--- config.mk ---
export PLATFORM = sky130hd
export DESIGN_NAME = swmv_div
export DESIGN_NICKNAME = d
export VERILOG_FILES = /design/src/rtl/swmv_pkg.sv /design/src/rtl/swmv_div.sv
export SDC_FILE = /design/constraint.sdc
export NUM_CORES = 1
export LEC_CHECK = 0
export ABC_AREA = 1
export BUFFER_PORTS_ARGS = -buffer_cell sky130_fd_sc_hd__buf_2
export CORE_UTILIZATION = 54
export CTS_CLUSTER_DIAMETER = 80
export DETAILED_ROUTE_END_ITERATION = 8
export GPL_TIMING_DRIVEN = 0
export HOLD_SLACK_MARGIN = 0.02
export PLACE_DENSITY = 0.93
export RECOVER_POWER = 100
export REMOVE_ABC_BUFFERS = 1
export SLEW_MARGIN = 40
export SYNTH_ARGS = -nofsm -noshare
export SYNTH_HDL_FRONTEND = slang
export SYNTH_SLANG_ARGS = --single-unit
--- constraint.sdc ---
create_clock -name i_clk -period 5.1 [get_ports i_clk]
set_input_delay 1.53 -clock i_clk [delete_from_list [all_inputs] [get_ports i_clk]]
set_output_delay 1.53 -clock i_clk [all_outputs]
set_load 0.05 [all_outputs]
--- src/rtl/swmv_pkg.sv ---
// Shared constants and types of the sliding-window mean and variance block.
package swmv_pkg;
    localparam int WindowMax = 256;
    localparam int IdxW = $clog2(WindowMax);
    localparam int CntW = IdxW + 1;

    typedef enum logic [3:0] {
        S_IDLE, S_READ, S_MEAN, S_RESN, S_SQN, S_SSE, S_VAR, S_CHG, S_SQM, S_SQV, S_OUT
    } t_state;
endpackage

--- src/rtl/swmv_div.sv ---
// Iterative restoring divider: 64-bit unsigned dividend by 9-bit divisor, one bit a cycle.
module swmv_div
    import swmv_pkg::*;
(
    input  logic        i_clk,
    input  logic        i_rst_n,
    input  logic        i_start,
    input  logic [63:0] i_dividend,
    input  logic [8:0]  i_divisor,
    output logic        o_busy,
    output logic [63:0] o_quotient
);
    logic [63:0] r_q, n_q;
    logic [9:0]  r_rem, n_rem;
    logic [6:0]  r_cnt, n_cnt;
    logic [8:0]  r_div;
    logic [9:0]  w_sh;

    always_comb begin
        w_sh  = {r_rem[8:0], r_q[63]};
        n_q   = {r_q[62:0], 1'b0};
        n_rem = w_sh;
        n_cnt = r_cnt;
        if (r_cnt != 7'd0) begin
            n_cnt = r_cnt - 7'd1;
            if (w_sh >= {1'b0, r_div}) begin
                n_rem = w_sh - {1'b0, r_div};
                n_q[0] = 1'b1;
            end
        end else begin
            n_q   = r_q;
            n_rem = r_rem;
        end
    end

    always_ff @(posedge i_clk) begin
        if (!i_rst_n) begin
            r_cnt <= '0;
        end else if (i_start) begin
            r_cnt <= 7'd64;
        end else begin
            r_cnt <= n_cnt;
        end
        if (i_start) begin
            r_q   <= i_dividend;
            r_rem <= '0;
            r_div <= i_divisor;
        end else begin
            r_q   <= n_q;
            r_rem <= n_rem;
        end
    end

    assign o_busy     = (r_cnt != 7'd0);
    assign o_quotient = r_q;
endmodule

Yosys cells after proc, flatten, opt, wreduce, memory -nomap -nowiden
Index checks and enable logic that the tools add are counted.
{"block": "totals", "output_inout_bits": 65, "input_bits": 76, "register_bits": 89, "word_cells": 19}
{"block": "op_classes", "n_bitwise": 1, "magnitude_cmp": 1, "muxes": 7, "n_reduce_logical": 3, "add_sub_neg": 2}
{"operator": "64-bit 2-to-1 mux", "n": 1}
{"operator": "63-bit 2-to-1 mux", "n": 1}
{"operator": "7-bit 2-to-1 mux", "n": 2}
{"operator": "10-bit by 9-bit greater-or-equal comparator with 1-bit output", "n": 1}
{"operator": "9-bit 2-to-1 mux", "n": 1}
{"operator": "9-bit subtractor", "n": 1}
{"operator": "7-bit nonzero test", "n": 1}
{"operator": "7-bit by 1-bit subtractor with 7-bit output (second input constant)", "n": 1}
{"operator": "1-bit 2-to-1 mux", "n": 2}
{"operator": "2-bit nonzero test", "n": 1}
{"operator": "2-bit OR reduction", "n": 1}
{"operator": "1-bit inverter", "n": 1}

Depth between registers and ports, before layout
{"block": "logic_depth", "ltp_word": 4, "depth_mapped": 12, "depth_no_buf": 12}

Worst setup path after synthesis
No wires, ideal clock.
{"block": "synth_path", "path_type": "register to output", "start": "register r_cnt[0]", "end": "output port o_busy", "path_buffers": 0, "slack_ns": 2.310, "t_arrival_ns": 1.260, "stages_incl_launch_ff": 8, "required_ns": 3.570, "cell_sequence": "dfxtp_1 inv_1 ha_1 inv_1 nor3_2 nand2_1 nor2_4 inv_1"}
{"block": "synth_via", "elab_chain_cells": 1}
{"item": "start, declared", "line": "swmv_div.sv:15", "text": "logic [6:0] r_cnt, n_cnt;"}
{"item": "start signal, assigned", "line": "swmv_div.sv:42", "text": "r_cnt <= n_cnt;"}
{"item": "7-bit nonzero test", "line": "swmv_div.sv:54", "text": "assign o_busy = (r_cnt != 7'd0);"}
{"item": "end, declared", "line": "swmv_div.sv:10", "text": "output logic o_busy,"}
Every way passes these cells.

==> qor.json <==
{
  "setup_path": {
    "critical_path.max_stage_delay_ns": 0.70,
    "worstSetupEndpointType": "register",
    "path_cells": "buf_4, clkinvlp_2, buf_12, nand2_8, inv_1, nand2_1, nand2_1",
    "startpoint_type": "input port",
    "timing.setup.critical_path_class": "in2reg",
    "crit_slowest_cell": "clkinvlp_2",
    "worstPathRequired_ns": 5.34,
    "critical_path.max_fanout": 75,
    "worstPathArrival_ns": 4.08,
    "cell_repeated_most_along_the_worst_path": "nand2_1"
  },
  "cells_and_area": {
    "post_route_cells_drive_above_1_share_pct": 17.38,
    "antenna_cells_inserted": 0,
    "fillerInstances": 575,
    "area_growth_syn_to_layout_pct": 22.15,
    "fin_nets": 692,
    "final_non_filler_cells": 709
  },
  "drt": {
    "route.antenna.remaining_nets": 0,
    "num_vias": 3659,
    "drtPass1Iterations": 5,
    "drt_iter0_drc": 258,
    "avgRoutedWirePerCell_um": 13.90,
    "detail_route.vias_per_cell": 5.161,
    "totalWireLength_mm": 9.852,
    "drt_drc_violations_left": 0
  },
  "power_and_ir_drop": {
    "internal_power_mw": 1.553,
    "pwr-share-seq_pct": 40.3,
    "vdd_drop_max_v": 0.0003311,
    "power.net_switching_mw": 1.221,
    "power.share.combinational_pct": 38.9,
    "fin_total_pwr_mw": 2.774,
    "power.share.clock_pct": 20.8,
    "power.share.switching_pct": 44.01,
    "power_per_cell_area_nw_per_um2": 539.6,
    "static-leakage-power_nw": 2.495
  },
  "die": {
    "die_w_um": 90.29,
    "initial_core_utilization_pct": 56.81,
    "floorplan.die_area_um2": 8151,
    "i_o_pins": 141,
    "fp.dieH_um": 90.29,
    "num_rows": 31,
    "coreArea_um2": 7408
  },
  "synth": {
    "synth-edff-count": 73,
    "synthCells": 469,
    "number_of_synthesized_register_bits": 89,
    "syn_area_um2": 4209,
    "yosys_warnings": 0,
    "post_synthesis_cell_type_count": 27,
    "synthFlopType": "edfxtp_1",
    "avgSynthCellArea_um2": 8.974,
    "synth_async_sr_flop_share_pct": 0,
    "synth.yosys.seq_area_share_pct": 59.69
  },
  "timing": {
    "fin_worst_skew_ns": 0.007633,
    "timing_hold_violations_final": 0,
    "maximum_operating_frequency_mhz": 260.9,
    "fin_setup_tns_ns": 0,
    "rsz0062_at_grt": "no",
    "setup_slack_ns": 1.267,
    "minimum_clock_period_after_layout_ns": 3.833,
    "hold-worst-slack_ns": 0.4733,
    "finalSetupViolations": 0,
    "tightest_slew_ns": 0.7741,
    "drv_slew": 0,
    "final_min_period_over_clock_period_pct": 75.17,
    "slew-limit-headroom_pct": 48.39
  },
  "worst_hold_path": {
    "hold_class": "reg2reg"
  },
  "placement": {
    "dp_slack_ns": 1.550,
    "dp_hpwl_mm": 6.796,
    "weighted_congestion_at_the_end_of_routability_driven_global_placement": 0.8380,
    "placedCellCount": 693,
    "io_buffers": 140
  },
  "clocking": {
    "post-cts-setup-buffers": 0,
    "cts_tree": "built",
    "cts_bufs_inserted": 9,
    "cts_num_sinks": 89,
    "clk_pin_slew_ns": 0.08,
    "post_cts_resized": 0,
    "clock_insertion_delay_worst_skew_ns": 0.35,
    "ctsRootBufferMaster": "clkbuf_8",
    "cts_buffer_depth": 2,
    "htree_levels": 3,
    "holdBufCountCts": 0
  },
  "global_routing": {
    "grt-ovfl-total": 0,
    "vias_in_the_first_global_route": 3623,
    "grt_max_degree": 76,
    "grt_pass1_wl_mm": 16.42,
    "gr-usage-all-layers_pct": 25.28,
    "initial_antenna_violation_count": 0
  },
  "flow_run": {
    "max_cap_violations": 0
  },
  "status": {
    "status": "completed"
  }
}
==> power groups by stage <==
stage          Sequential [mW]  Clock, mW  Combinational, mW
3_5_place_dp              1.12          0               1.12
2_1_floorplan             1.62          0              0.338
4_1_cts                   1.11      0.584               1.12
3_3_place_gp              1.12          0               1.09
5_1_grt                   1.14      0.613               1.15
6_report                  1.12      0.578               1.08
==> state kept, by name, indices dropped and copies added, names as in the netlist <==
signal	count
o_quotient	64
r_div	9
r_rem	9
r_cnt	7
==> through the flow <==
| stage | utilization [%] | area (um^2) |
|---|---|---|
| floorplan | - | 4129 |
| global placement | 66.86 | 4954 |
| detailed placement | 67.32 | 4987 |
| CTS | 70.60 | 5230 |
| global route | 69.40 | 5141 |
| finish | 69.40 | 5141 |
==> worst max-delay path: cells and delay by family <==
family / cells / cell delay, ns
buf+inv: 4 / 1.90
simple gates: 3 / 0.60
==> worst paths after layout <==
kind,slack (ns),start,cells after the start,end
setup / recovery,1.27,i_start,7,r_rem[8]
hold reg to reg,0.47,r_rem[7],2,r_rem[7]
setup reg to reg,2.60,r_cnt[0],10,r_rem[8]
hold / removal,0.47,r_rem[7],2,r_rem[7]
==> cell families after synthesis <==
| group | synth area share, % |
|---|---|
| AND/OR/NAND/NOR | 28.39 |
| flip-flops | 59.69 |
| buffers and inverters | 5.291 |
| AO/OA/AOI/OAI | 1.932 |
| adder cells (fa/ha/maj) | 3.448 |
| XOR/XNOR | 1.249 |
==> area by class of cell <==
type,count,area [um^2],area share (%)
Sequential cell,89,2512,48.87
Timing Repair Buffer,141,643.1,12.51
Clock buffer,9,123.9,2.409
Clock inverter,7,118.9,2.312
Multi-Input combinational cell,326,1475,28.69
Inverter,38,143.9,2.799
Tap cell,99,123.9,2.409
==> cells in the mapped netlist, drive strengths merged, types with 5 or more instances <==
library cell  instances  area, um^2
a21oi                 8       40.04
buf                  11       61.31
clkbuf                5       18.77
dfxtp                16       320.3
edfxtp               73        2192
ha                   10       125.1
inv                  38       142.6
nand2               243       929.6
nand3                25       130.1
nor2                 18       85.08
o21ai                 7       35.03
xnor2                 6       52.55
==> placed cells by master, fill, tap and decap left out, drive strengths merged <==
cell	instances
a21oi	8
edfxtp	73
buf	77
clkinv	2
clkinvlp	3
dfxtp	16
nand3b	3
nor2	18
nand3	25
clkbuf	73
or2	1
nand4	1
bufinv	3
ha	10
fa	1
o21ai	7
xnor2	6
inv	37
nor3	2
nand2	243
a31oi	1
==> layer usage <==
| metal | track usage, % | up-vias | share of wire, % |
|---|---|---|---|
| met2 | 44.34 | 166 | 51 |
| met3 | 6.902 | 21 | 7.4 |
| li1 | - | 1770 | - |
| met4 | 7.930 | 0 | 2.0 |
| met5 | 0 | - | 0 |
| met1 | 30.21 | 1702 | 39 |
No activity file was read; power rests on OpenSTA's default activity.
